### src/sv/csef_pkg.sv
// ---------------------------------------------------------------------------
// csef_pkg
// types, constants and helpers of the current sense ema filter
// ---------------------------------------------------------------------------
package csef_pkg;

  localparam int ADC_BITS_DEF        = 12;
  localparam int OVERSAMPLE_LOG2_DEF = 4;

  localparam int SAMPLE_FIELD_W = 12;
  localparam int CAL_LOG2_MAX   = 10;
  localparam int CNT_W          = CAL_LOG2_MAX + 1;
  localparam int CUR_W          = 32;
  localparam int MC_W           = CUR_W + 1;
  localparam int MPL_W          = 24;
  localparam int PROD_W         = MC_W + 1 + MPL_W;
  localparam int ROUND_SHIFT    = 8;
  localparam int ALPHA_FRAC     = 16;

  localparam int APC_W     = 24;
  localparam int ALPHA_W   = 17;
  localparam int LIMIT_W   = 31;
  localparam int CAL_LOG_W = 4;

  localparam int CFG_DATA_W = 31;
  localparam int CFG_IDX_W  = 2;

  localparam logic [APC_W-1:0]     APC_RST      = APC_W'(285);
  localparam logic [ALPHA_W-1:0]   ALPHA_RST    = ALPHA_W'(16384);
  localparam logic [ALPHA_W-1:0]   ALPHA_ONE    = ALPHA_W'(1) << ALPHA_FRAC;
  localparam logic [LIMIT_W-1:0]   LIMIT_RST    = LIMIT_W'(327680);
  localparam logic [CAL_LOG_W-1:0] CAL_LOG2_RST = CAL_LOG_W'(6);

  localparam logic OP_MEAS = 1'b0;
  localparam logic OP_CAL  = 1'b1;

  typedef enum logic [CFG_IDX_W-1:0] {
    REG_AMPS_PER_CODE  = 2'd0,
    REG_EMA_ALPHA      = 2'd1,
    REG_OVC_LIMIT      = 2'd2,
    REG_CAL_COUNT_LOG2 = 2'd3
  } cfg_reg_t;

  typedef struct packed {
    logic                      op;
    logic [SAMPLE_FIELD_W-1:0] adc_sample;
  } csef_in_t;

  typedef struct packed {
    logic signed [CUR_W-1:0] filtered_current;
    logic                    overcurrent;
    logic                    calibration_done;
  } csef_out_t;

  // clamp a wide signed value to the 32-bit current range
  function automatic logic [CUR_W-1:0] sat_cur(input logic [PROD_W-1:0] x);
    logic [PROD_W-CUR_W:0] top;
    top = x[PROD_W-1:CUR_W-1];
    if (top == '0 || top == '1) begin
      return x[CUR_W-1:0];
    end else if (x[PROD_W-1]) begin
      return {1'b1, {(CUR_W-1){1'b0}}};
    end else begin
      return {1'b0, {(CUR_W-1){1'b1}}};
    end
  endfunction

endpackage

### src/sv/current_sense_ema_filter.sv
// ---------------------------------------------------------------------------
// current_sense_ema_filter
// oversampled current sense with zero calibration, gain and ema smoothing
// ---------------------------------------------------------------------------
// channel | ports                                 | direction
// input   | in_valid, in_stall, in_data           | op + adc sample in
// result  | out_valid, out_stall, out_data        | filtered current out
// config  | cfg_wr_en, cfg_index, cfg_wdata       | register writes in
//
// a sample inside a run is accumulated in idle; a calibration run end passes fin
// and out, a measurement run end fin, mul1, inst, then mul2 and ema once primed,
// then flag and out: one shared shift-add multiplier retires one multiplier bit
// per cycle, once for the gain and, once primed, for the filter weight
// reset is synchronous; registers and filter state return to defaults
// in_stall is high while a run end is in work; a full result register
// holds the next result back but not the samples inside a run
// ---------------------------------------------------------------------------
module current_sense_ema_filter #(
  parameter int ADC_BITS        = csef_pkg::ADC_BITS_DEF,
  parameter int OVERSAMPLE_LOG2 = csef_pkg::OVERSAMPLE_LOG2_DEF
) (
  input  logic                                clk,
  input  logic                                rst_n,
  input  logic                                in_valid,
  output logic                                in_stall,
  input  csef_pkg::csef_in_t                  in_data,
  output logic                                out_valid,
  input  logic                                out_stall,
  output csef_pkg::csef_out_t                 out_data,
  input  logic                                cfg_wr_en,
  input  logic [csef_pkg::CFG_IDX_W-1:0]      cfg_index,
  input  logic [csef_pkg::CFG_DATA_W-1:0]     cfg_wdata
);
  import csef_pkg::*;

  localparam int SUM_W   = ADC_BITS + CAL_LOG2_MAX;
  localparam int SCL_W   = SUM_W + ROUND_SHIFT;
  localparam int AVG_W   = (SCL_W > CUR_W) ? CUR_W : SCL_W;
  localparam int HI_W    = MC_W + 1;
  localparam int MCNT_W  = $clog2(MPL_W);

  typedef enum logic [7:0] {
    ST_IDLE = 8'b0000_0001,
    ST_FIN  = 8'b0000_0010,
    ST_MUL1 = 8'b0000_0100,
    ST_INST = 8'b0000_1000,
    ST_MUL2 = 8'b0001_0000,
    ST_EMA  = 8'b0010_0000,
    ST_FLAG = 8'b0100_0000,
    ST_OUT  = 8'b1000_0000
  } state_t;

  state_t                  state_r, state_nxt;
  logic [APC_W-1:0]        apc_r, apc_nxt;
  logic [ALPHA_W-1:0]      alpha_r, alpha_nxt;
  logic [LIMIT_W-1:0]      limit_r, limit_nxt;
  logic [CAL_LOG_W-1:0]    cal_log2_r, cal_log2_nxt;
  logic [SUM_W-1:0]        sum_r, sum_nxt;
  logic [CNT_W-1:0]        cnt_r, cnt_nxt;
  logic                    run_kind_r, run_kind_nxt;
  logic [AVG_W-1:0]        zo_r, zo_nxt;
  logic [AVG_W-1:0]        avg_r, avg_nxt;
  logic [CUR_W-1:0]        filt_r, filt_nxt;
  logic                    primed_r, primed_nxt;
  logic [MC_W-1:0]         mc_r, mc_nxt;
  logic [HI_W-1:0]         hi_r, hi_nxt;
  logic [MPL_W-1:0]        lo_r, lo_nxt;
  logic [MCNT_W-1:0]       mcnt_r, mcnt_nxt;
  csef_out_t               res_r, res_nxt;
  csef_out_t               out_data_r, out_data_nxt;
  logic                    out_valid_r, out_valid_nxt;

  // sample intake
  logic [SAMPLE_FIELD_W+ADC_BITS-1:0] sample_ext;
  logic [ADC_BITS-1:0]     sample;
  logic                    in_xfer;
  logic                    new_run;
  logic [SUM_W-1:0]        sum_new;
  logic [CNT_W-1:0]        cnt_new;
  logic [CAL_LOG_W-1:0]    cal_eff;
  logic [CAL_LOG_W-1:0]    run_log2;
  logic [CNT_W-1:0]        run_len;
  logic                    run_done;
  logic [SCL_W-1:0]        scaled;

  // arithmetic
  logic [AVG_W:0]          diff;
  logic [HI_W-1:0]         mul_sum;
  logic signed [PROD_W-1:0] prod;
  logic signed [PROD_W-1:0] prod_shr8;
  logic signed [PROD_W-1:0] prod_shr16;
  logic [PROD_W-1:0]       inst_w;
  logic [CUR_W-1:0]        inst;
  logic [MC_W-1:0]         ema_d;
  logic [PROD_W-1:0]       ema_w;
  logic [ALPHA_W-1:0]      alpha_eff;
  logic [CUR_W:0]          filt_ext;
  logic [CUR_W:0]          mag;
  logic                    ovc;

  assign sample_ext = {{ADC_BITS{1'b0}}, in_data.adc_sample};
  assign sample     = sample_ext[ADC_BITS-1:0];
  assign in_stall   = (state_r != ST_IDLE);
  assign in_xfer    = in_valid && (state_r == ST_IDLE);

  assign new_run  = (in_data.op != run_kind_r);
  assign sum_new  = (new_run ? '0 : sum_r) + SUM_W'(sample);
  assign cnt_new  = (new_run ? '0 : cnt_r) + CNT_W'(1);
  assign cal_eff  = (cal_log2_r > CAL_LOG_W'(CAL_LOG2_MAX)) ? CAL_LOG_W'(CAL_LOG2_MAX)
                                                            : cal_log2_r;
  assign run_log2 = (in_data.op == OP_CAL) ? cal_eff : CAL_LOG_W'(OVERSAMPLE_LOG2);
  assign run_len  = CNT_W'(1) << run_log2;
  assign run_done = (cnt_new >= run_len);
  assign scaled   = {sum_new, {ROUND_SHIFT{1'b0}}} >> run_log2;

  assign diff = {1'b0, avg_r} - {1'b0, zo_r};

  // shift-add step: signed multiplicand, unsigned multiplier, lsb first
  assign mul_sum = lo_r[0] ? (hi_r + {mc_r[MC_W-1], mc_r}) : hi_r;
  assign prod    = $signed({hi_r, lo_r});

  // floor((p + half) / 2^n) is floor(p / 2^n) plus the bit below the cut
  assign prod_shr8  = prod >>> ROUND_SHIFT;
  assign prod_shr16 = prod >>> ALPHA_FRAC;
  assign inst_w     = prod_shr8 + PROD_W'(prod[ROUND_SHIFT-1]);
  assign inst       = sat_cur(inst_w);
  assign ema_d      = {inst[CUR_W-1], inst} - {filt_r[CUR_W-1], filt_r};
  assign ema_w      = prod_shr16 + PROD_W'(prod[ALPHA_FRAC-1])
                      + {{(PROD_W-CUR_W){filt_r[CUR_W-1]}}, filt_r};
  assign alpha_eff  = (alpha_r > ALPHA_ONE) ? ALPHA_ONE : alpha_r;

  assign filt_ext = {filt_r[CUR_W-1], filt_r};
  assign mag      = filt_r[CUR_W-1] ? ((CUR_W+1)'(0) - filt_ext) : filt_ext;
  assign ovc      = (mag > {2'b00, limit_r});

  always_comb begin
    state_nxt     = state_r;
    apc_nxt       = apc_r;
    alpha_nxt     = alpha_r;
    limit_nxt     = limit_r;
    cal_log2_nxt  = cal_log2_r;
    sum_nxt       = sum_r;
    cnt_nxt       = cnt_r;
    run_kind_nxt  = run_kind_r;
    zo_nxt        = zo_r;
    avg_nxt       = avg_r;
    filt_nxt      = filt_r;
    primed_nxt    = primed_r;
    mc_nxt        = mc_r;
    hi_nxt        = hi_r;
    lo_nxt        = lo_r;
    mcnt_nxt      = mcnt_r;
    res_nxt       = res_r;
    out_data_nxt  = out_data_r;
    out_valid_nxt = out_valid_r;

    if (out_valid_r && !out_stall) begin
      out_valid_nxt = 1'b0;
    end

    if (cfg_wr_en) begin
      case (cfg_reg_t'(cfg_index))
        REG_AMPS_PER_CODE:  apc_nxt      = cfg_wdata[APC_W-1:0];
        REG_EMA_ALPHA:      alpha_nxt    = cfg_wdata[ALPHA_W-1:0];
        REG_OVC_LIMIT:      limit_nxt    = cfg_wdata[LIMIT_W-1:0];
        REG_CAL_COUNT_LOG2: cal_log2_nxt = cfg_wdata[CAL_LOG_W-1:0];
        default: ;
      endcase
    end

    case (state_r)
      ST_IDLE: begin
        if (in_xfer) begin
          run_kind_nxt = in_data.op;
          if (run_done) begin
            sum_nxt   = '0;
            cnt_nxt   = '0;
            avg_nxt   = scaled[AVG_W-1:0];
            state_nxt = ST_FIN;
          end else begin
            sum_nxt = sum_new;
            cnt_nxt = cnt_new;
          end
        end
      end
      ST_FIN: begin
        if (run_kind_r == OP_CAL) begin
          zo_nxt     = avg_r;
          primed_nxt = 1'b0;
          res_nxt    = '{filtered_current: '0, overcurrent: 1'b0, calibration_done: 1'b1};
          state_nxt  = ST_OUT;
        end else begin
          mc_nxt    = MC_W'($signed(diff));
          hi_nxt    = '0;
          lo_nxt    = MPL_W'(apc_r);
          mcnt_nxt  = '0;
          state_nxt = ST_MUL1;
        end
      end
      ST_MUL1, ST_MUL2: begin
        hi_nxt   = {mul_sum[HI_W-1], mul_sum[HI_W-1:1]};
        lo_nxt   = {mul_sum[0], lo_r[MPL_W-1:1]};
        mcnt_nxt = mcnt_r + MCNT_W'(1);
        if (mcnt_r == MCNT_W'(MPL_W - 1)) begin
          state_nxt = (state_r == ST_MUL1) ? ST_INST : ST_EMA;
        end
      end
      ST_INST: begin
        if (!primed_r) begin
          filt_nxt   = inst;
          primed_nxt = 1'b1;
          state_nxt  = ST_FLAG;
        end else begin
          mc_nxt    = ema_d;
          hi_nxt    = '0;
          lo_nxt    = MPL_W'(alpha_eff);
          mcnt_nxt  = '0;
          state_nxt = ST_MUL2;
        end
      end
      ST_EMA: begin
        filt_nxt  = sat_cur(ema_w);
        state_nxt = ST_FLAG;
      end
      ST_FLAG: begin
        res_nxt   = '{filtered_current: filt_r, overcurrent: ovc, calibration_done: 1'b0};
        state_nxt = ST_OUT;
      end
      ST_OUT: begin
        // result register is free or its transfer completes this cycle
        if (!out_valid_r || !out_stall) begin
          out_data_nxt  = res_r;
          out_valid_nxt = 1'b1;
          state_nxt     = ST_IDLE;
        end
      end
      default: begin
        state_nxt = ST_IDLE;
      end
    endcase
  end

  always_ff @(posedge clk) begin
    if (!rst_n) begin
      state_r     <= ST_IDLE;
      apc_r       <= APC_RST;
      alpha_r     <= ALPHA_RST;
      limit_r     <= LIMIT_RST;
      cal_log2_r  <= CAL_LOG2_RST;
      sum_r       <= '0;
      cnt_r       <= '0;
      run_kind_r  <= OP_MEAS;
      zo_r        <= AVG_W'(1) << (ADC_BITS + ROUND_SHIFT - 1);
      filt_r      <= '0;
      primed_r    <= 1'b0;
      out_valid_r <= 1'b0;
    end else begin
      state_r     <= state_nxt;
      apc_r       <= apc_nxt;
      alpha_r     <= alpha_nxt;
      limit_r     <= limit_nxt;
      cal_log2_r  <= cal_log2_nxt;
      sum_r       <= sum_nxt;
      cnt_r       <= cnt_nxt;
      run_kind_r  <= run_kind_nxt;
      zo_r        <= zo_nxt;
      filt_r      <= filt_nxt;
      primed_r    <= primed_nxt;
      out_valid_r <= out_valid_nxt;
    end
  end

  always_ff @(posedge clk) begin
    avg_r      <= avg_nxt;
    mc_r       <= mc_nxt;
    hi_r       <= hi_nxt;
    lo_r       <= lo_nxt;
    mcnt_r     <= mcnt_nxt;
    res_r      <= res_nxt;
    out_data_r <= out_data_nxt;
  end

  assign out_valid = out_valid_r;
  assign out_data  = out_data_r;

endmodule

### config.mk
export PLATFORM = sky130hd
export DESIGN_NAME = current_sense_ema_filter
export DESIGN_NICKNAME = d
export VERILOG_FILES = /design/src/sv/csef_pkg.sv /design/src/sv/current_sense_ema_filter.sv
export SDC_FILE = /design/constraint.sdc
export NUM_CORES = 1
export LEC_CHECK = 0
export BUFFER_PORTS_ARGS = -buffer_cell sky130_fd_sc_hd__buf_2
export CORE_MARGIN = 2
export CORE_UTILIZATION = 35
export CTS_BUF_LIST = sky130_fd_sc_hd__clkbuf_16
export DETAILED_ROUTE_END_ITERATION = 8
export GPL_TIMING_DRIVEN = 0
export PLACE_DENSITY = 0.59
export SYNTH_ARGS = -nofsm -noshare
export SYNTH_HDL_FRONTEND = slang
export SYNTH_SLANG_ARGS = --single-unit
### constraint.sdc
create_clock -name clk -period 18.4 [get_ports clk]
set_input_delay 0.92 -clock clk [delete_from_list [all_inputs] [get_ports clk]]
set_output_delay 0.92 -clock clk [all_outputs]
set_load 0.05 [all_outputs]
==> results of run 1 <==
==> cell usage after synthesis (all sizes together) (9+ instances only) <==
master,number
a21o,66
nor4,29
nor2,270
o21ai,153
a211oi,25
nand2,424
nor3,61
and4,13
a31o,10
o31ai,19
mux2i,38
nand4,37
a211o,22
o2111ai,10
inv,158
o21bai,17
xor2,75
buf,20
or2,10
nand3,96
a31oi,16
a2111oi,14
o21a,33
xnor2,127
o211ai,11
edfxtp,193
and2,30
o22ai,14
clkbuf,121
ha,194
nor3b,13
nand3b,9
a21oi,241
or3,21
dfxtp,182
nand2b,31
a22oi,19
a21boi,125
nor2b,43
and3,30
mux2,12
==> flip-flops by register name, indices dropped and copies added, names as in the netlist <==
signal,flops
out_data,34
res_r,34
hi_r,33
mc_r,33
filt_r,32
limit_r,31
avg_r,30
zo_r,30
apc_r,24
lo_r,24
sum_r,22
alpha_r,17
cnt_r,11
state_r,8
mcnt_r,5
cal_log2_r,4
out_valid,1
primed_r,1
run_kind_r,1
==> path summary, 6_finish.rpt <==
path | from | to | slack (ns)
max | lo_r[8] | mc_r[32] | 10.54
min | res_r[23] | out_data[23] | 0.42
max reg2reg | lo_r[8] | mc_r[32] | 10.54
min reg2reg | res_r[23] | out_data[23] | 0.42
==> worst register-to-register path: cells and delay by family, from the launching register on <==
family                     cells  cell delay [ns]
AOI/OAI and AO/OA             12             3.17
DFF                            1             0.39
buffers and inverters          3             0.73
and+or+nand+nor                7             2.09
muxes                          1             0.14
adders and majority gates      4             1.09
==> through the flow <==
stage	power (mW)	instance area, sq um	std cells	hold slack (ns)
after detailed placement	1.63	28200	4185	0.405
after global routing	2.59	29600	4264	0.422
final	2.47	29600	4264	0.417
after CTS	2.48	29600	4264	0.420
after floorplan	1.45	26400	3123	0.400
after global placement	1.63	28100	4177	0.402
==> logic make-up (layout without fill, tap and decap cells) <==
kind of cell | count (synthesis) | after routing | share of synthesized area
AO/OA/AOI/OAI | 859 | 859 | 0.214
XOR/XNOR | 202 | 202 | 0.0669
adder cells (fa/ha/maj) | 200 | 200 | 0.0963
buffers and inverters | 299 | 471 | 0.0441
flip-flops | 375 | 375 | 0.357
multiplexers | 50 | 50 | 0.0195
AND/OR/NAND/NOR | 1138 | 1138 | 0.202
==> final cells by class <==
| cell class | count | area (sq um) | share of cell area |
|---|---|---|---|
| Buffer | 141 | 574 | 0.0194 |
| Clock buffer | 46 | 1150 | 0.0389 |
| Clock inverter | 33 | 213 | 0.00719 |
| Inverter | 158 | 593 | 0.0200 |
| Multi-Input combinational cell | 2449 | 15900 | 0.536 |
| Sequential cell | 375 | 9440 | 0.319 |
| Tap cell | 969 | 1210 | 0.0410 |
| Timing Repair Buffer | 93 | 544 | 0.0184 |
==> metal layers <==
| metal | GRT usage | share of wire | vias to the layer above |
|---|---|---|---|
| li1 | - | - | 11500 |
| met1 | 0.284 | 0.46 | 11000 |
| met2 | 0.341 | 0.45 | 654 |
| met3 | 0.0238 | 0.056 | 122 |
| met4 | 0.0647 | 0.031 | 0 |
| met5 | 0 | 0 | - |
==> report_power, final <==
part           total (mW)  internal [mW]  leakage (nW)  switching, mW
clock               0.841          0.480         0.712          0.361
combinational       0.639          0.237          7.25          0.402
sequential          0.987          0.939          3.12         0.0489
total                2.47           1.66          11.1          0.812
==> flow_metrics.tcl, run 1 <==
set metrics [dict create \
    status "finished, final reports clean" \
    maxSlewHeadroom 0.154 \
    rsz0062_at_grt "no" \
    start_util 0.355 \
    endpoint_kind "flip-flop" \
    final_cell_mix "nand2_1, nor2_1, a21oi_1" \
    cts_tree "done" \
    final_nets 3512 \
    syn-cell-area_sq_um 26400 \
    synth_ff_type "edfxtp_1" \
    setup_violations 0 \
    grt_start_max_net_pins 35 \
    grt_pass1_wl_um 127000 \
    reg2reg_depth 27 \
    dr.pass1.iters 5 \
    synth.distinct_cells 86 \
    post_cts.repair.setup_buffers 0 \
    clock_path_buffers 3 \
    wl_um 82000 \
    drv_cap 0 \
    numCtsBuffers 43 \
    drc 0 \
    synth_area_leader_cell "edfxtp_1" \
    cts_resized 0 \
    syn-instance-count 3123 \
    timing.setup.tns_ns 0 \
    hold_violations 0 \
    drt-initial-drc-count 2009 \
    synth-seq-area-share 0.357 \
    cts_hold_buf 0 \
    finClkSkew_ns 0.0359 \
    routabilityCongestion 0.916 \
    fmax_mhz 127 \
    critPathTopFamily "compound AO/OA/AOI/OAI gates" \
    synth.top_cell.area_share 0.219 \
    ys_ff_latch 375 \
    tightest_slew_ns 1.27 \
    num_rows 100 \
    cpMaxStageDelayCell "or3_1" \
    via_count 23300 \
    final_common_cell "nand2_1" \
    grt_pass1_vias 22000 \
    crit_type "reg2reg" \
    p_per_area_nw_per_um2 83.4 \
    clk_pin_slew_worst_paths_ns 0.07 \
    finalCriticalPeriod_ns 7.86 \
    clkSinkCount 375 \
    final.setup.worst_slack_ns 10.54 \
    via_per_inst 5.46 \
    crit_arrival_ns 8.20 \
    cp_num_buf_inv 3 \
    critPathMaxStageDelay_ns 0.49 \
    netlist_top_cells_area "edfxtp_1, dfxtp_1, ha_1" \
    fillCellCount 7684 \
    post-place-ws_ns 10.56 \
    startpoint_type "flip-flop" \
    cpMostUsedCell "ha_1" \
    cellLeakagePower_nw 11.1 \
    gr-total-overflow 0 \
    diodes 0 \
    yosysWarnings 0 \
    synth_edf_count 193 \
    clockRootBuffer "clkbuf_16" \
    synthArstFlopShare 0 \
    top_level_ports 87 \
    io_buffers 85 \
    avgSynthCellArea_sq_um 8.47 \
    hpwl_um 64900 \
    vdd.ir_drop.worst_uv 64.8 \
    layout-drive-gt1-share 0.0716 \
    synth_nets 3374 \
    die-area_sq_um 77800 \
    slew_violations 0 \
    routedWlPerCell_um 19.2 \
    finalCritPeriodShare 0.427 \
    required_ns 18.74 \
    ctsHtreeMaxLevel 2 \
    finish.utilization 0.397 \
    core_area_sq_um 74600 \
    area_growth_pct 11.9 \
    whs_path_depth 0 \
    grtUsageTotal 0.207 \
    dieHeight_um 279 \
    antenna_found_initial 1 \
    die_w_um 279 \
    antenna_left 0 \
    hp-class "reg2reg" \
    worstPathMaxFanout 10 \
    clk_latency_ns 0.58 \
    crit_cells 27 \
]
(Power assumes the default switching activity.)
==> run 2, diff against run 1 <==
Settings changed: ABC_AREA from default to 1, PLACE_DENSITY 0.59 to 0.61.
Clock period 18.4 ns to 6.75 ns, I/O delays scaled along.
==> run 2 against run 1 <==
Net effect: total power grew to 2.9 times the previous value; clock skew is 0.0015 ns lower; final cell count is 27% higher; count of clock-buffer cells in the layout is 1 lower; critical path depth is 4 higher; critical endpoint is now mc_r[23]; largest power group unchanged.
==> flow_metrics.tcl, run 2 <==
set metrics [dict create \
    synth.distinct_cells 63 \
    finalCritPeriodShare 0.945 \
    vdd.ir_drop.worst_uv 176 \
    drt-initial-drc-count 2533 \
    crit_type "reg2reg" \
    gr-total-overflow 0 \
    status "finished, final reports clean" \
    p_per_area_nw_per_um2 226 \
    setup_violations 0 \
    critPathMaxStageDelay_ns 0.44 \
    avgSynthCellArea_sq_um 6.84 \
    maxSlewHeadroom 0.253 \
    clk_latency_ns 0.60 \
    startpoint_type "flip-flop" \
    cellLeakagePower_nw 14.3 \
    fin_cells 5420 \
    pwr-share-clk 0.347 \
    synth_ff_type "edfxtp_1" \
    via_per_inst 5.15 \
    final_cell_mix "nand2_1, inv_1, nor2_1" \
    top_level_ports 87 \
    diodes 0 \
    wl_um 98600 \
    crit_arrival_ns 6.73 \
    cpMaxStageDelayCell "ha_1" \
    cp_num_buf_inv 6 \
    fin_area_sq_um 32100 \
    synth.most_common_cell "nand2_1" \
    numCtsBuffers 43 \
    syn-instance-count 4185 \
    cts_tree "done" \
    clock_path_buffers 3 \
    yosysWarnings 0 \
    netlist_top_cells_area "edfxtp_1, nand2_1, dfxtp_1" \
    p_int_mw 4.71 \
    synth_nets 4436 \
    grtUsageTotal 0.228 \
    drc 0 \
    fillCellCount 8643 \
    final_nets 4577 \
    finClkSkew_ns 0.0344 \
    required_ns 7.10 \
    grt_start_max_net_pins 36 \
    drv_cap 0 \
    p_switching_mw 2.55 \
    io_buffers 86 \
    core_area_sq_um 80800 \
    place_area_sq_um 30600 \
    area_growth_pct 12.1 \
    sw_frac_of_total 0.351 \
    synth.top_cell.area_share 0.202 \
    ys_ff_latch 375 \
    post_cts.repair.setup_buffers 0 \
    dp_cells 5340 \
    synth_area_leader_cell "edfxtp_1" \
    endpoint_kind "flip-flop" \
    num_rows 104 \
    critPathTopFamily "compound AO/OA/AOI/OAI gates" \
    clk_pin_slew_worst_paths_ns 0.07 \
    final_common_cell "nand2_1" \
    clockRootBuffer "clkbuf_16" \
    power_mw 7.26 \
    die_w_um 290 \
    worstPathMaxFanout 10 \
    pwr-share-comb 0.274 \
    ctsHtreeMaxLevel 2 \
    clkSinkCount 375 \
    grt_pass1_vias 26400 \
    rsz0062_at_grt "no" \
    synth_edf_count 193 \
    tightest_slew_ns 1.11 \
    hpwl_um 81500 \
    grt_pass1_wl_um 151000 \
    synth-seq-area-share 0.330 \
    p_seq_frac 0.379 \
    via_count 27900 \
    dieHeight_um 290 \
    finalCriticalPeriod_ns 6.38 \
    dr.pass1.iters 6 \
    die-area_sq_um 84100 \
    hold_violations 0 \
    synth_commonest_cells "nand2_1, inv_1, nor2_1" \
    routabilityCongestion 0.978 \
    synthArstFlopShare 0 \
    slew_violations 0 \
    antenna_left 0 \
    layout-drive-gt1-share 0.0663 \
    fmax_mhz 157 \
    antenna_found_initial 1 \
    syn-cell-area_sq_um 28600 \
    routedWlPerCell_um 18.2 \
    start_util 0.354 \
    hp-class "in2reg" \
]
[run 2: changes by cell type in the layout (fill, tap and decap cells not counted), sizes merged, moves of 34 or more]
| cell | delta |
|---|---|
| clkbuf | -36 |
| nor2b | -43 |
| nor2 | +204 |
| o21ai | +121 |
| a21oi | +126 |
| xor2 | +43 |
| inv | +440 |
| nand2 | +707 |
| a21boi | -120 |
| xnor2 | -89 |
| nand3 | +113 |
| mux2i | -34 |
| a21o | -51 |
[run 2: cells by family after synthesis]
| group | Yosys count | synth area share |
|---|---|---|
| multiplexers | 5 | 0.00179 |
| AND/OR/NAND/NOR | 1935 | 0.280 |
| AO/OA/AOI/OAI | 792 | 0.154 |
| flip-flops | 375 | 0.330 |
| buffers and inverters | 722 | 0.0970 |
| XOR/XNOR | 156 | 0.0477 |
| adder cells (fa/ha/maj) | 200 | 0.0890 |
[run 2: path summary, 6_finish.rpt]
kind | slack [ns] | startpoint | depth (start not counted) | end
max reg2reg | 0.37 | lo_r[7] | 31 | mc_r[23]
max | 0.37 | lo_r[7] | 31 | mc_r[23]
min reg2reg | 0.41 | res_r[31] | 0 | out_data[31]
min | 0.03 | cfg_wdata[20] | 3 | apc_r[20]
[run 2: layer usage]
layer,global-route usage,vias to the layer above,part of all wire
met5,0,-,0.00010
met4,0.0747,2,0.033
met3,0.0250,176,0.058
met2,0.382,846,0.46
met1,0.306,12900,0.45
li1,-,14000,-
[run 2: power groups by stage]
stage | clock [mW] | combinational, mW | sequential [mW]
after floorplan | 0 | 1.37 | 2.73
after global placement | 0 | 1.91 | 2.82
after detailed placement | 0 | 1.96 | 2.79
after CTS | 2.56 | 1.97 | 2.74
after global routing | 2.65 | 2.22 | 2.76
final | 2.52 | 1.99 | 2.75
[run 2: layout make-up]
cell class | instances | area [sq um] | area share
multi-input combinational | 3088 | 16500 | 0.513
tap | 1060 | 1330 | 0.0413
inverter | 611 | 2290 | 0.0715
sequential | 375 | 9440 | 0.294
timing repair buffer | 96 | 583 | 0.0182
buffer | 111 | 484 | 0.0151
clock inverter | 34 | 389 | 0.0121
clock buffer | 45 | 1130 | 0.0351
[run 2: through the flow]
stage	TNS [ns]	setup slack [ns]	hold slack, ns	util
after detailed placement	0	0.356	0.405	0.378
after global routing	0	0.0184	0.0216	0.397
after floorplan	0	0.216	0.400	-
final	0	0.370	0.0286	0.397
after CTS	0	0.315	0.00242	0.397
after global placement	-238.07	-3.77	0.400	0.376
[run 2: worst reg2reg max path: cells and delay by family (launching register included)]
kind / cells / cell delay [ns]
AO/OA/AOI/OAI: 8 / 2.11
AND/OR/NAND/NOR: 14 / 1.71
adder cells (fa/ha/maj): 3 / 1.01
buffers and inverters: 6 / 0.91
flip-flops: 1 / 0.42
[run 2: timing repair]
| item | CTS | global route |
|---|---|---|
| gates resized for setup | 0 | 2 |
| endpoints found under the setup margin | 0 | 4 |
| endpoints found under the hold margin | 2 | 0 |
| hold buffers | 1 | 0 |
